## src/rtl/core/psri_pkg.sv

```systemverilog
`timescale 1ns / 1ps

package psri_pkg;

   // field widths
   localparam int RAW_W       = 32;
   localparam int PREC_W      = 5;
   localparam int SAMPLE_W    = 16;
   localparam int SCALED_W    = 16;
   localparam int CHAN_W      = 2;
   localparam int CCOUNT_W    = 3;
   localparam int DIM_W       = 16;
   localparam int DIVIDEND_W  = 32;
   localparam int STEP_W      = 4;
   localparam int CSR_INDEX_W = 8;
   localparam int CSR_DATA_W  = 16;

   localparam logic [PREC_W-1:0]   PREC_MIN     = PREC_W'(1);
   localparam logic [PREC_W-1:0]   PREC_MAX     = PREC_W'(SAMPLE_W);
   localparam logic [CCOUNT_W-1:0] MAX_CHANNELS = CCOUNT_W'(4);
   localparam logic [STEP_W-1:0]   STEP_LAST    = STEP_W'(SCALED_W - 1);

   localparam int QUEUE_DEPTH_DEFAULT = 2;

   // register indexes
   localparam logic [CSR_INDEX_W-1:0] CSR_OUTPUT_WIDE   = CSR_INDEX_W'(0);
   localparam logic [CSR_INDEX_W-1:0] CSR_CHANNEL_COUNT = CSR_INDEX_W'(1);
   localparam logic [CSR_INDEX_W-1:0] CSR_TILE_WIDTH    = CSR_INDEX_W'(2);
   localparam logic [CSR_INDEX_W-1:0] CSR_TILE_HEIGHT   = CSR_INDEX_W'(3);

   typedef struct packed {
      logic                output_wide;
      logic [CCOUNT_W-1:0] channel_count;
      logic [DIM_W-1:0]    tile_width;
      logic [DIM_W-1:0]    tile_height;
   } cfg_type;

   typedef struct packed {
      logic [CHAN_W-1:0] channel_index;
      logic              pixel_end;
      logic              tile_end;
   } tag_type;

   typedef struct packed {
      logic                output_wide;
      logic [PREC_W-1:0]   precision;
      logic [SAMPLE_W-1:0] sample;
      tag_type             tag;
   } entry_type;

   typedef enum logic {
      BACK_IDLE,
      BACK_RUN
   } back_state_type;

endpackage

```

## src/rtl/core/psri_req_if.sv

```systemverilog
`timescale 1ns / 1ps

interface psri_req_if;
   import psri_pkg::*;

   logic              valid;
   logic              ready;
   logic [RAW_W-1:0]  raw_sample;
   logic [PREC_W-1:0] sample_precision;
   logic              sample_signed;

   modport source (output valid, raw_sample, sample_precision, sample_signed, input ready);
   modport sink (input valid, raw_sample, sample_precision, sample_signed, output ready);
endinterface

```

## src/rtl/core/psri_rsp_if.sv

```systemverilog
`timescale 1ns / 1ps

interface psri_rsp_if;
   import psri_pkg::*;

   logic                valid;
   logic                ready;
   logic [SCALED_W-1:0] scaled_value;
   logic [CHAN_W-1:0]   channel_index;
   logic                pixel_end;
   logic                tile_end;

   modport source (output valid, scaled_value, channel_index, pixel_end, tile_end,
                   input ready);
   modport sink (input valid, scaled_value, channel_index, pixel_end, tile_end,
                 output ready);
endinterface

```

## src/rtl/core/psri_csr_if.sv

```systemverilog
`timescale 1ns / 1ps

interface psri_csr_if;
   import psri_pkg::*;

   logic                   valid;
   logic                   ready;
   logic [CSR_INDEX_W-1:0] index;
   logic [CSR_DATA_W-1:0]  data;

   modport source (output valid, index, data, input ready);
   modport sink (input valid, index, data, output ready);
endinterface

```

## src/rtl/core/psri_front.sv

```systemverilog
`timescale 1ns / 1ps

module psri_front (
   input  logic                clock,
   input  logic                reset,
   input  psri_pkg::cfg_type   cfg,
   psri_req_if.sink            req,
   input  logic                queue_full,
   output logic                push,
   output psri_pkg::entry_type push_data
);
   import psri_pkg::*;

   logic [CHAN_W-1:0] chan_ff, chan_in;
   logic [DIM_W-1:0]  col_ff, col_in;
   logic [DIM_W-1:0]  row_ff, row_in;

   logic [CCOUNT_W-1:0] nch;
   logic [DIM_W-1:0]    width_eff;
   logic [DIM_W-1:0]    height_eff;
   logic                last_ch, last_col, last_row;
   logic [PREC_W-1:0]   prec;
   logic [SAMPLE_W:0]   src_max;
   logic [RAW_W:0]      offset;
   logic [RAW_W:0]      shifted;
   logic                below, above;
   logic [SAMPLE_W-1:0] clamped;

   always_comb begin
      // effective limits
      if (cfg.channel_count == '0) begin
         nch = CCOUNT_W'(1);
      end else if (cfg.channel_count > MAX_CHANNELS) begin
         nch = MAX_CHANNELS;
      end else begin
         nch = cfg.channel_count;
      end
      width_eff  = (cfg.tile_width == '0) ? DIM_W'(1) : cfg.tile_width;
      height_eff = (cfg.tile_height == '0) ? DIM_W'(1) : cfg.tile_height;

      last_ch  = ({1'b0, chan_ff} + CCOUNT_W'(1)) >= nch;
      last_col = ({1'b0, col_ff} + (DIM_W + 1)'(1)) >= {1'b0, width_eff};
      last_row = ({1'b0, row_ff} + (DIM_W + 1)'(1)) >= {1'b0, height_eff};

      // precision, half-range offset and clamp
      if (req.sample_precision < PREC_MIN) begin
         prec = PREC_MIN;
      end else if (req.sample_precision > PREC_MAX) begin
         prec = PREC_MAX;
      end else begin
         prec = req.sample_precision;
      end
      src_max = ((SAMPLE_W + 1)'(1) << prec) - (SAMPLE_W + 1)'(1);
      offset  = req.sample_signed ? ((RAW_W + 1)'(1) << (prec - PREC_MIN)) : '0;
      shifted = {req.raw_sample[RAW_W-1], req.raw_sample} + offset;
      below   = shifted[RAW_W];
      above   = shifted[RAW_W-1:0] > RAW_W'(src_max);
      if (below) begin
         clamped = '0;
      end else if (above) begin
         clamped = src_max[SAMPLE_W-1:0];
      end else begin
         clamped = shifted[SAMPLE_W-1:0];
      end

      req.ready = !queue_full;
      push      = req.valid && !queue_full;

      push_data.output_wide       = cfg.output_wide;
      push_data.precision         = prec;
      push_data.sample            = clamped;
      push_data.tag.channel_index = chan_ff;
      push_data.tag.pixel_end     = last_ch;
      push_data.tag.tile_end      = last_ch && last_col && last_row;

      // interleave counters
      chan_in = chan_ff;
      col_in  = col_ff;
      row_in  = row_ff;
      if (push) begin
         if (!last_ch) begin
            chan_in = chan_ff + CHAN_W'(1);
         end else begin
            chan_in = '0;
            if (!last_col) begin
               col_in = col_ff + DIM_W'(1);
            end else begin
               col_in = '0;
               row_in = last_row ? '0 : row_ff + DIM_W'(1);
            end
         end
      end
   end

   always_ff @(posedge clock) begin
      if (reset) begin
         chan_ff <= '0;
         col_ff  <= '0;
         row_ff  <= '0;
      end else begin
         chan_ff <= chan_in;
         col_ff  <= col_in;
         row_ff  <= row_in;
      end
   end

endmodule

```

## src/rtl/core/psri_queue.sv

```systemverilog
`timescale 1ns / 1ps

module psri_queue #(
   parameter int DEPTH = psri_pkg::QUEUE_DEPTH_DEFAULT
) (
   input  logic                clock,
   input  logic                reset,
   input  logic                push,
   input  psri_pkg::entry_type push_data,
   output logic                full,
   input  logic                pop,
   output psri_pkg::entry_type head,
   output logic                empty
);
   import psri_pkg::*;

   localparam int PTR_W   = $clog2(DEPTH);
   localparam int COUNT_W = $clog2(DEPTH + 1);

   entry_type          slot_ff [DEPTH];
   logic [PTR_W-1:0]   wr_ptr_ff, wr_ptr_in;
   logic [PTR_W-1:0]   rd_ptr_ff, rd_ptr_in;
   logic [COUNT_W-1:0] count_ff, count_in;

   always_comb begin
      full  = count_ff == COUNT_W'(DEPTH);
      empty = count_ff == '0;
      head  = slot_ff[rd_ptr_ff];

      wr_ptr_in = wr_ptr_ff;
      rd_ptr_in = rd_ptr_ff;
      if (push) begin
         wr_ptr_in = (wr_ptr_ff == PTR_W'(DEPTH - 1)) ? '0 : wr_ptr_ff + PTR_W'(1);
      end
      if (pop) begin
         rd_ptr_in = (rd_ptr_ff == PTR_W'(DEPTH - 1)) ? '0 : rd_ptr_ff + PTR_W'(1);
      end
      count_in = count_ff;
      if (push && !pop) begin
         count_in = count_ff + COUNT_W'(1);
      end else if (pop && !push) begin
         count_in = count_ff - COUNT_W'(1);
      end
   end

   always_ff @(posedge clock) begin
      if (reset) begin
         wr_ptr_ff <= '0;
         rd_ptr_ff <= '0;
         count_ff  <= '0;
      end else begin
         wr_ptr_ff <= wr_ptr_in;
         rd_ptr_ff <= rd_ptr_in;
         count_ff  <= count_in;
      end
   end

   always_ff @(posedge clock) begin
      if (push) begin
         slot_ff[wr_ptr_ff] <= push_data;
      end
   end

endmodule

```

## src/rtl/core/psri_back.sv

```systemverilog
`timescale 1ns / 1ps

module psri_back (
   input  logic                clock,
   input  logic                reset,
   input  psri_pkg::entry_type head,
   input  logic                queue_empty,
   output logic                pop,
   psri_rsp_if.source          rsp
);
   import psri_pkg::*;

   back_state_type         state_ff, state_in;
   logic [SAMPLE_W-1:0]    rem_ff, rem_in;
   logic [SAMPLE_W-1:0]    dvd_ff, dvd_in;
   logic [SCALED_W-1:0]    quo_ff, quo_in;
   logic [SAMPLE_W-1:0]    div_ff, div_in;
   logic [STEP_W-1:0]      step_ff, step_in;
   tag_type                tag_ff, tag_in;
   logic                   rsp_valid_ff, rsp_valid_in;
   logic [SCALED_W-1:0]    scaled_ff, scaled_in;
   tag_type                out_tag_ff, out_tag_in;

   logic [DIVIDEND_W-1:0]  ext_sample;
   logic [DIVIDEND_W-1:0]  half;
   logic [DIVIDEND_W-1:0]  dividend;
   logic [SAMPLE_W:0]      divisor;
   logic [SAMPLE_W:0]      trial;
   logic [SAMPLE_W:0]      diff;
   logic                   fits;
   logic [SCALED_W-1:0]    quo_next;
   logic                   out_free;
   logic                   load;

   always_comb begin
      // s * outmax + srcmax/2 as shift and subtract
      ext_sample = DIVIDEND_W'(head.sample);
      half       = DIVIDEND_W'((SAMPLE_W'(1) << (head.precision - PREC_MIN)) - SAMPLE_W'(1));
      dividend   = (head.output_wide ? (ext_sample << SCALED_W) : (ext_sample << 8))
                   - ext_sample + half;
      divisor    = ((SAMPLE_W + 1)'(1) << head.precision) - (SAMPLE_W + 1)'(1);

      // one restoring step
      trial    = {rem_ff, dvd_ff[SAMPLE_W-1]};
      diff     = trial - {1'b0, div_ff};
      fits     = trial >= {1'b0, div_ff};
      quo_next = {quo_ff[SCALED_W-2:0], fits};

      out_free = !rsp_valid_ff || rsp.ready;

      state_in     = state_ff;
      rem_in       = rem_ff;
      dvd_in       = dvd_ff;
      quo_in       = quo_ff;
      div_in       = div_ff;
      step_in      = step_ff;
      tag_in       = tag_ff;
      rsp_valid_in = rsp_valid_ff && !rsp.ready;
      scaled_in    = scaled_ff;
      out_tag_in   = out_tag_ff;
      load         = 1'b0;

      case (state_ff)
         BACK_IDLE: begin
            if (!queue_empty) begin
               load     = 1'b1;
               state_in = BACK_RUN;
            end
         end
         BACK_RUN: begin
            if (step_ff != STEP_LAST) begin
               rem_in  = fits ? diff[SAMPLE_W-1:0] : trial[SAMPLE_W-1:0];
               dvd_in  = dvd_ff << 1;
               quo_in  = quo_next;
               step_in = step_ff + STEP_W'(1);
            end else if (out_free) begin
               rsp_valid_in = 1'b1;
               scaled_in    = quo_next;
               out_tag_in   = tag_ff;
               if (!queue_empty) begin
                  load = 1'b1;
               end else begin
                  state_in = BACK_IDLE;
               end
            end
         end
         default: begin
            state_in = BACK_IDLE;
         end
      endcase

      if (load) begin
         rem_in  = dividend[DIVIDEND_W-1:SAMPLE_W];
         dvd_in  = dividend[SAMPLE_W-1:0];
         div_in  = divisor[SAMPLE_W-1:0];
         step_in = '0;
         tag_in  = head.tag;
      end
      pop = load;

      rsp.valid         = rsp_valid_ff;
      rsp.scaled_value  = scaled_ff;
      rsp.channel_index = out_tag_ff.channel_index;
      rsp.pixel_end     = out_tag_ff.pixel_end;
      rsp.tile_end      = out_tag_ff.tile_end;
   end

   always_ff @(posedge clock) begin
      if (reset) begin
         state_ff     <= BACK_IDLE;
         step_ff      <= '0;
         rsp_valid_ff <= 1'b0;
      end else begin
         state_ff     <= state_in;
         step_ff      <= step_in;
         rsp_valid_ff <= rsp_valid_in;
      end
   end

   always_ff @(posedge clock) begin
      rem_ff     <= rem_in;
      dvd_ff     <= dvd_in;
      quo_ff     <= quo_in;
      div_ff     <= div_in;
      tag_ff     <= tag_in;
      scaled_ff  <= scaled_in;
      out_tag_ff <= out_tag_in;
   end

endmodule

```

## src/rtl/core/planar_sample_rescale_interleave_core.sv

```systemverilog
`timescale 1ns / 1ps

// sample rescaler with interleave tagging
// req_ch carries one decoded component sample per item, with its precision
// and signed flag, in interleaved order: channels of a pixel, pixels along a
// row, rows down the tile
// rsp_ch returns one item per sample: the value rescaled with rounding to 8
// or 16 bits, its channel index and end-of-pixel / end-of-tile marks
// csr_ch writes the registers (output width, channel count, tile size);
// write only while no item is in flight, unknown indexes are dropped
// an accepted req item passes the queue, the divider and the output
// register before rsp valid; the divider in the back end works on one
// item at a time and retires one quotient bit per cycle
// the front end tags items and fills a small queue, so it keeps taking
// items while the divider is busy until the queue is full
// a stalled rsp holds its item in the output register; the divider then
// waits on its last step and the queue backs up into req_ch.ready
// reset (synchronous) restores the register defaults, zeroes the counters
// and empties the queue and the output register
module planar_sample_rescale_interleave_core #(
   parameter int QUEUE_DEPTH = psri_pkg::QUEUE_DEPTH_DEFAULT
) (
   input logic         clock,
   input logic         reset,
   psri_req_if.sink    req_ch,
   psri_rsp_if.source  rsp_ch,
   psri_csr_if.sink    csr_ch
);
   import psri_pkg::*;

   // configuration registers
   cfg_type   cfg_ff, cfg_in;

   // front to queue to back
   logic      push;
   entry_type push_data;
   logic      queue_full;
   logic      pop;
   entry_type head;
   logic      queue_empty;

   // register writes are always taken
   always_comb begin
      csr_ch.ready = 1'b1;
      cfg_in       = cfg_ff;
      if (csr_ch.valid) begin
         case (csr_ch.index)
            CSR_OUTPUT_WIDE:   cfg_in.output_wide   = csr_ch.data[0];
            CSR_CHANNEL_COUNT: cfg_in.channel_count = csr_ch.data[CCOUNT_W-1:0];
            CSR_TILE_WIDTH:    cfg_in.tile_width    = csr_ch.data[DIM_W-1:0];
            CSR_TILE_HEIGHT:   cfg_in.tile_height   = csr_ch.data[DIM_W-1:0];
            default:           cfg_in               = cfg_ff;
         endcase
      end
   end

   always_ff @(posedge clock) begin
      if (reset) begin
         cfg_ff.output_wide   <= 1'b0;
         cfg_ff.channel_count <= CCOUNT_W'(1);
         cfg_ff.tile_width    <= DIM_W'(1);
         cfg_ff.tile_height   <= DIM_W'(1);
      end else begin
         cfg_ff <= cfg_in;
      end
   end

   // front: offset, clamp and interleave tags
   psri_front u_front (
      .clock      (clock),
      .reset      (reset),
      .cfg        (cfg_ff),
      .req        (req_ch),
      .queue_full (queue_full),
      .push       (push),
      .push_data  (push_data)
   );

   // decoupling queue
   psri_queue #(
      .DEPTH (QUEUE_DEPTH)
   ) u_queue (
      .clock     (clock),
      .reset     (reset),
      .push      (push),
      .push_data (push_data),
      .full      (queue_full),
      .pop       (pop),
      .head      (head),
      .empty     (queue_empty)
   );

   // back: rounding divide by 2^prec - 1 and output register
   psri_back u_back (
      .clock       (clock),
      .reset       (reset),
      .head        (head),
      .queue_empty (queue_empty),
      .pop         (pop),
      .rsp         (rsp_ch)
   );

endmodule
```

## src/flat_wrapper.sv

```systemverilog
// flat-port wrapper written by rule: the top's interface ports become plain ports
module planar_sample_rescale_interleave_core_flat import psri_pkg::*;
#(
   parameter int QUEUE_DEPTH = psri_pkg::QUEUE_DEPTH_DEFAULT
)
  (clock, reset, req_ch_valid, req_ch_raw_sample, req_ch_sample_precision, req_ch_sample_signed, req_ch_ready, rsp_ch_valid, rsp_ch_scaled_value, rsp_ch_channel_index, rsp_ch_pixel_end, rsp_ch_tile_end, rsp_ch_ready, csr_ch_valid, csr_ch_index, csr_ch_data, csr_ch_ready);
  psri_req_if req_ch_i ();
  psri_rsp_if rsp_ch_i ();
  psri_csr_if csr_ch_i ();
  input logic clock;
  input logic reset;
  input wire logic [$bits(req_ch_i.valid)-1:0] req_ch_valid;
  input wire logic [$bits(req_ch_i.raw_sample)-1:0] req_ch_raw_sample;
  input wire logic [$bits(req_ch_i.sample_precision)-1:0] req_ch_sample_precision;
  input wire logic [$bits(req_ch_i.sample_signed)-1:0] req_ch_sample_signed;
  output wire logic [$bits(req_ch_i.ready)-1:0] req_ch_ready;
  output wire logic [$bits(rsp_ch_i.valid)-1:0] rsp_ch_valid;
  output wire logic [$bits(rsp_ch_i.scaled_value)-1:0] rsp_ch_scaled_value;
  output wire logic [$bits(rsp_ch_i.channel_index)-1:0] rsp_ch_channel_index;
  output wire logic [$bits(rsp_ch_i.pixel_end)-1:0] rsp_ch_pixel_end;
  output wire logic [$bits(rsp_ch_i.tile_end)-1:0] rsp_ch_tile_end;
  input wire logic [$bits(rsp_ch_i.ready)-1:0] rsp_ch_ready;
  input wire logic [$bits(csr_ch_i.valid)-1:0] csr_ch_valid;
  input wire logic [$bits(csr_ch_i.index)-1:0] csr_ch_index;
  input wire logic [$bits(csr_ch_i.data)-1:0] csr_ch_data;
  output wire logic [$bits(csr_ch_i.ready)-1:0] csr_ch_ready;
  assign req_ch_i.valid = req_ch_valid;
  assign req_ch_i.raw_sample = req_ch_raw_sample;
  assign req_ch_i.sample_precision = req_ch_sample_precision;
  assign req_ch_i.sample_signed = req_ch_sample_signed;
  assign req_ch_ready = req_ch_i.ready;
  assign rsp_ch_valid = rsp_ch_i.valid;
  assign rsp_ch_scaled_value = rsp_ch_i.scaled_value;
  assign rsp_ch_channel_index = rsp_ch_i.channel_index;
  assign rsp_ch_pixel_end = rsp_ch_i.pixel_end;
  assign rsp_ch_tile_end = rsp_ch_i.tile_end;
  assign rsp_ch_i.ready = rsp_ch_ready;
  assign csr_ch_i.valid = csr_ch_valid;
  assign csr_ch_i.index = csr_ch_index;
  assign csr_ch_i.data = csr_ch_data;
  assign csr_ch_ready = csr_ch_i.ready;
  planar_sample_rescale_interleave_core #(.QUEUE_DEPTH(QUEUE_DEPTH)) u_core (.clock(clock), .reset(reset), .req_ch(req_ch_i), .rsp_ch(rsp_ch_i), .csr_ch(csr_ch_i));
endmodule
```

## config.mk

```make
export PLATFORM = sky130hd
export DESIGN_NAME = planar_sample_rescale_interleave_core_flat
export DESIGN_NICKNAME = d
export VERILOG_FILES = /design/src/rtl/core/psri_pkg.sv /design/src/rtl/core/psri_req_if.sv /design/src/rtl/core/psri_rsp_if.sv /design/src/rtl/core/psri_csr_if.sv /design/src/rtl/core/psri_front.sv /design/src/rtl/core/psri_queue.sv /design/src/rtl/core/psri_back.sv /design/src/rtl/core/planar_sample_rescale_interleave_core.sv /design/src/flat_wrapper.sv
export SDC_FILE = /design/constraint.sdc
export NUM_CORES = 1
export LEC_CHECK = 0
export BUFFER_PORTS_ARGS = -buffer_cell sky130_fd_sc_hd__buf_4
export CAP_MARGIN = 15
export CORE_MARGIN = 5
export CORE_UTILIZATION = 53
export DETAILED_ROUTE_END_ITERATION = 8
export PLACE_DENSITY = 0.76
export SETUP_SLACK_MARGIN = 0.1
export SYNTH_ARGS = -nofsm -noshare
export SYNTH_HDL_FRONTEND = slang
export SYNTH_SLANG_ARGS = --single-unit
```

## constraint.sdc

```tcl
create_clock -name clock -period 6 [get_ports clock]
set_input_delay 0 -clock clock [delete_from_list [all_inputs] [get_ports clock]]
set_output_delay 0 -clock clock [all_outputs]
set_load 0.05 [all_outputs]
```

# Word level (Yosys, flattened, before mapping)
# Memory sizes are Yosys's and may differ from the RTL's. A register that Yosys moved wholly into a read port is not among the register bits.
# Index checks and enable logic that the tools add are counted.
[totals]
regBits = 167
ramBits = 52
inputBits = 67
mem_count = 1
[memory_table]
columns = ["memory", "words", "width", "read_ports", "rd_clocked_by_memory_dff", "wr", "line", "rtl"]
rows = [
  ["u_core.u_queue.slot_ff", 2, 26, 1, 1, 1, "psri_queue.sv:20", "entry_type slot_ff [DEPTH];"],
]
[op_classes]
add_sub_neg = 20
magnitude_cmp = 8
n_eq_ne = 5
shift = 4
mux = 38
n_bitwise = 2
reduce_logical = 30
[ops]
columns = ["operator", "count"]
rows = [
  ["$mux 16", 13],
  ["$ge 17x16->1", 3],
  ["$add 16x1->17 const B", 2],
  ["$add 33x33->33", 1],
  ["$mux 33", 1],
  ["$shl 1x5->33 const A", 1],
  ["$add 16x1->16 const B", 2],
  ["$add 32x32->32", 1],
  ["$gt 32x17->1", 1],
  ["$logic_not 16->1", 2],
  ["$mux 32", 1],
  ["$shl 1x5->32 const A", 1],
  ["$sub 32x16->32", 1],
  ["$sub 32x2->32 const B", 1],
  ["$shl 1x5->17 const A", 1],
  ["$sub 17x2->17 const B", 1],
  ["$eq 8x2->1 const B", 2],
  ["$shl 1x5->16 const A", 1],
  ["$sub 16x16->16", 1],
  ["$sub 16x2->16 const B", 1],
  ["$mux 1", 14],
  ["$reduce_and 2->1", 7],
  ["$mux 5", 2],
  ["$sub 5x1->5 const B", 2],
  ["25 further kinds", 44],
]

# Logic depth before layout (Yosys ltp)
[depth]
depth_word = 10
mapped_depth = 26

# Modules after synthesis
# From an unflattened synthesis, not the netlist that was laid out.
[unflattened]
hier_cells = 1803
hier_area_um2 = 16584.7
[modules_own_cells]
columns = ["mod", "instances", "cells_each", "area_each_um2"]
rows = [
  ["psri_back", 1, 726, 6884.1],
  ["psri_front", 1, 832, 6057.1],
  ["psri_queue", 1, 103, 2082.0],
  ["planar_sample_rescale_interleave_core", 1, 142, 1561.5],
]

# Least setup slack after synthesis
# No wires, ideal clock.
[synth_path]
path_type = "input to register"
start = "input req_ch_sample_precision[2]"
end = "memory u_core.u_queue.slot_ff[0][10] (netlist bit) (data pin)"
t_arrival_ns = 4.436
path_slack_ns = 1.404
stages = 24
path_buffers = 2
path_cell_list = "or2_2 -> nor2_1 -> nor2_1 -> nor2_1 -> nand3_1 -> nor3b_1 -> ha_1 -> buf_2 -> and3_1 -> a221oi_2 -> nand2_1 -> nand3_1 -> nand2_1 -> xor2_1 -> ha_1 -> nand2_1 -> nor2_1 -> a2111oi_0 -> a21o_1 -> nor4b_2 -> nand4_1 -> nor4_4 -> buf_6 -> mux2i_1"
[synth_rtl]
columns = ["element", "line", "rtl"]
rows = [
  ["start, declared", "flat_wrapper.sv:14", "input wire logic [$bits(req_ch_i.sample_precision)-1:0] req_ch_sample_precision;"],
  ["end, declared", "psri_queue.sv:20", ""],
]

==> flow_summary.json <==
{
  "fmax_mhz": 189,
  "tightest_slew_ns": 1.09,
  "avgSynthCellArea_sq_um": 8.88,
  "wl_um": 40000,
  "endpoint_kind": "register",
  "path_class": "input port to register",
  "pre_cts_ws_ns": 0.707,
  "port_buffers": 88,
  "ant_nets": 0,
  "io_pins": 90,
  "worst_ep_required_time_ns": 6.33,
  "outcome": "finished clean",
  "root_buffer": "clkbuf_16",
  "dpl_cell_area_sq_um": 17300,
  "slew_headroom": 0.270,
  "synth.distinct_cells": 73,
  "layout.nets": 2166,
  "grt_first_pass_wirelength_um": 65700,
  "cts_buffer_depth": 3,
  "initial_core_util": 0.534,
  "synth_ff_type": "edfxtp_1",
  "cts_sinks": 220,
  "hold_path.class": "input port to register",
  "synth-seq-area-share": 0.357,
  "drt_iter0_drc": 998,
  "hold_violations": 0,
  "wl_per_cell_um": 17.1,
  "antenna_found_initial": 0,
  "fin_crit_sh": 0.880,
  "crit_top_cell": "nand2_1",
  "syn2layout_area_growth_pct": 13.3,
  "cts_tree": "done",
  "grt.total_usage": 0.228,
  "syn_area_sq_um": 16300,
  "ir_drop_mv": 0.222,
  "yosys_register_bits": 220,
  "rows": 64,
  "critPathSlowestCell": "dlygate4sd3_1",
  "maxCapViolCount": 0,
  "routed-via-count": 13800,
  "postCtsSetupRepairBufs": 0,
  "slew_viol_final": 0,
  "coreArea_sq_um": 30400,
  "cp_max_fo": 16,
  "yosysWarnings": 0,
  "arrival_ns": 5.61,
  "rrSetupSlack_ns": 1.19,
  "power_density_nw_per_um2": 409,
  "cts_inserted_buffers": 25,
  "dieArea_sq_um": 34300,
  "post-route-util": 0.605,
  "synth_edf_count": 139,
  "skew_ns": 0.0193,
  "drc_errors": 0,
  "cts_resized": 0,
  "viasPerCell": 5.90,
  "fin_setup_tns_ns": 0,
  "min_period_ns": 5.28,
  "crit_buf_inv": 5,
  "gp_congestion": 0.919,
  "synth_cells": 1831,
  "design_area_sq_um": 18400,
  "slowest_delay_ns": 0.54,
  "setup_violations": 0,
  "crit_family": "compound AO/OA/AOI/OAI gates",
  "cts.clk_slew.worst_paths_ns": 0.06,
  "fillers": 2632,
  "die_y_um": 185,
  "cp_cell_sequence": "dlygate4sd3_1 -> buf_4 -> inv_1 -> nand2_1 -> inv_1 -> nand2_1 -> nor4_1 -> fa_1 -> a211oi_1 -> o211ai_1 -> nand2_1 -> o21ai_0 -> a31oi_1 -> xnor2_1 -> ha_1 -> a21oi_1 -> nor2_1 -> a2111oi_0 -> a21o_1 -> nor4b_2 -> nand4_1 -> nor4_4 -> buf_4 -> mux2i_1",
  "seqCellArea_sq_um": 5800,
  "reg2reg_depth": 16,
  "worst_setup_path_start_kind": "input port",
  "leakagePower_uw": 0.00772,
  "critPathCapture": "u_core.u_queue.slot_ff[1][19]$_DFFE_PP_",
  "multi_input_area_sq_um": 9670,
  "first_pass_iters": 5,
  "layout_common_cells": "226 x nand2_1, 160 x ha_1, 154 x a21oi_1",
  "rsz0062_at_grt": "false",
  "layout-drive-gt1-share": 0.102,
  "setup_ws_ns": 0.718,
  "async_flop_share": 0,
  "insertion_delay_ns": 0.52,
  "reg2reg_to": "u_core.u_back.rem_ff[12]$_DFFE_PP_",
  "hpwl_um": 29600,
  "h-tree-depth": 1,
  "path_depth": 24,
  "startpoint": "req_ch_sample_precision[4]",
  "first_global_vias": 13500,
  "grt-ovfl-total": 0,
  "grt_start_max_net_pins": 65,
  "die_w_um": 185,
  "layout_commonest_cell": "nand2_1"
}
final cells by class:
class / count / area share
inverter: 148 / 0.0302
tap: 396 / 0.0269
antenna: 1 / 0.000136
clock buffer: 31 / 0.0380
multi-input combinational: 1405 / 0.525
timing repair buffer: 128 / 0.0550
sequential: 220 / 0.315
clock inverter: 15 / 0.0103
synth_stat cells (all sizes together) (12+ instances only):
| cell type | instances | share of area |
|---|---|---|
| or2 | 12 | 0.0046 |
| ha | 160 | 0.12 |
| mux2 | 27 | 0.019 |
| clkbuf | 61 | 0.014 |
| a22o | 14 | 0.0075 |
| nor3 | 38 | 0.012 |
| a211oi | 18 | 0.0083 |
| mux2i | 65 | 0.040 |
| nor2b | 14 | 0.0054 |
| xor2 | 44 | 0.024 |
| nand2 | 226 | 0.052 |
| edfxtp | 139 | 0.26 |
| buf | 14 | 0.0046 |
| and3 | 19 | 0.0073 |
| nor2 | 112 | 0.026 |
| inv | 148 | 0.034 |
| o21ai | 81 | 0.025 |
| xnor2 | 52 | 0.028 |
| dfxtp | 81 | 0.10 |
| nand4b | 16 | 0.0086 |
| nand4 | 40 | 0.015 |
| nand2b | 17 | 0.0065 |
| a21oi | 155 | 0.048 |
| o211ai | 16 | 0.0074 |
| or3 | 15 | 0.0058 |
| a21o | 39 | 0.018 |
| nand3 | 59 | 0.018 |
power breakdown:
group | internal, uW | switching [uW]
logic | 1480 | 2230
clock network | 1000 | 609
registers | 2110 | 119
total | 4590 | 2950
sequential cells by signal, summed over array words and instances (netlist names), 2 cells and up, named ones only:
register and flops:
u_core.u_back.quo_ff 15, u_core.u_back.rsp.channel_index 2, u_core.u_queue.count_ff 2, u_core.u_front.col_ff 16
u_core.u_back.rem_ff 16, u_core.u_front.row_ff 16, u_core.u_back.rsp.scaled_value 16, u_core.u_back.step_ff 4
u_core.u_back.dvd_ff 16, u_core.cfg_ff 36, u_core.u_front.chan_ff 2, u_core.u_queue.slot_ff 52
u_core.u_back.tag_ff 4, u_core.u_back.div_ff 16
routing by layer:
metal | share of wire | global-route usage
met1 | 0.44 | 0.310
met2 | 0.47 | 0.383
met3 | 0.055 | 0.0261
met4 | 0.035 | 0.0719
met5 | 0 | 0
worst reg2reg max path: cells and delay by family (launching register included):
family / cells / cell delay (ns)
AOI/OAI and AO/OA: 8 / 2.07
and+or+nand+nor: 3 / 0.94
adders and majority gates: 2 / 0.52
DFF: 1 / 0.42
muxes: 1 / 0.40
buffers and inverters: 1 / 0.20
xor gates and xnor gates: 1 / 0.08
worst min-delay path by stage:
stage | startpoint | end | slack (ns) | depth (start not counted)
after floorplan | csr_ch_data[0] | u_core.cfg_ff[16]$_SDFFE_PP1P_ | 0.12 | 2
after global placement | csr_ch_data[0] | u_core.cfg_ff[0]$_SDFFE_PP1P_ | 0.26 | 3
after detailed placement | csr_ch_data[0] | u_core.cfg_ff[16]$_SDFFE_PP1P_ | 0.26 | 3
after CTS | reset | u_core.u_queue.wr_ptr_ff$_SDFFE_PP0P_ | 0.003 | 2
after global routing | req_ch_sample_precision[2] | u_core.u_queue.slot_ff[0][22]$_DFFE_PP_ | 0.02 | 2
final | reset | u_core.cfg_ff[34]$_SDFFE_PP0P_ | 0.02 | 2
kinds of logic after synthesis:
family                   share of synthesized area
AND/OR/NAND/NOR                              0.180
AO/OA/AOI/OAI                                0.163
buffers and inverters                       0.0529
flip-flops                                   0.357
adder cells (fa/ha/maj)                      0.137
XOR/XNOR                                    0.0517
multiplexers                                0.0587
other                                     0.000462
per-stage QoR:
step	std cells	hold WS (ns)	total power, uW
final	2344	0.0248	7540
after global routing	2343	0.0241	8070
after global placement	2276	0.258	5760
after floorplan	1848	0.123	4990
after detailed placement	2276	0.261	5880
after CTS	2343	0.00330	7530
repair_timing:
action | CTS | global route
setup endpoints to repair | 0 | 0
hold endpoints to repair | 44 | 0
hold buffers | 21 | 0
(Power assumes the default switching activity.)
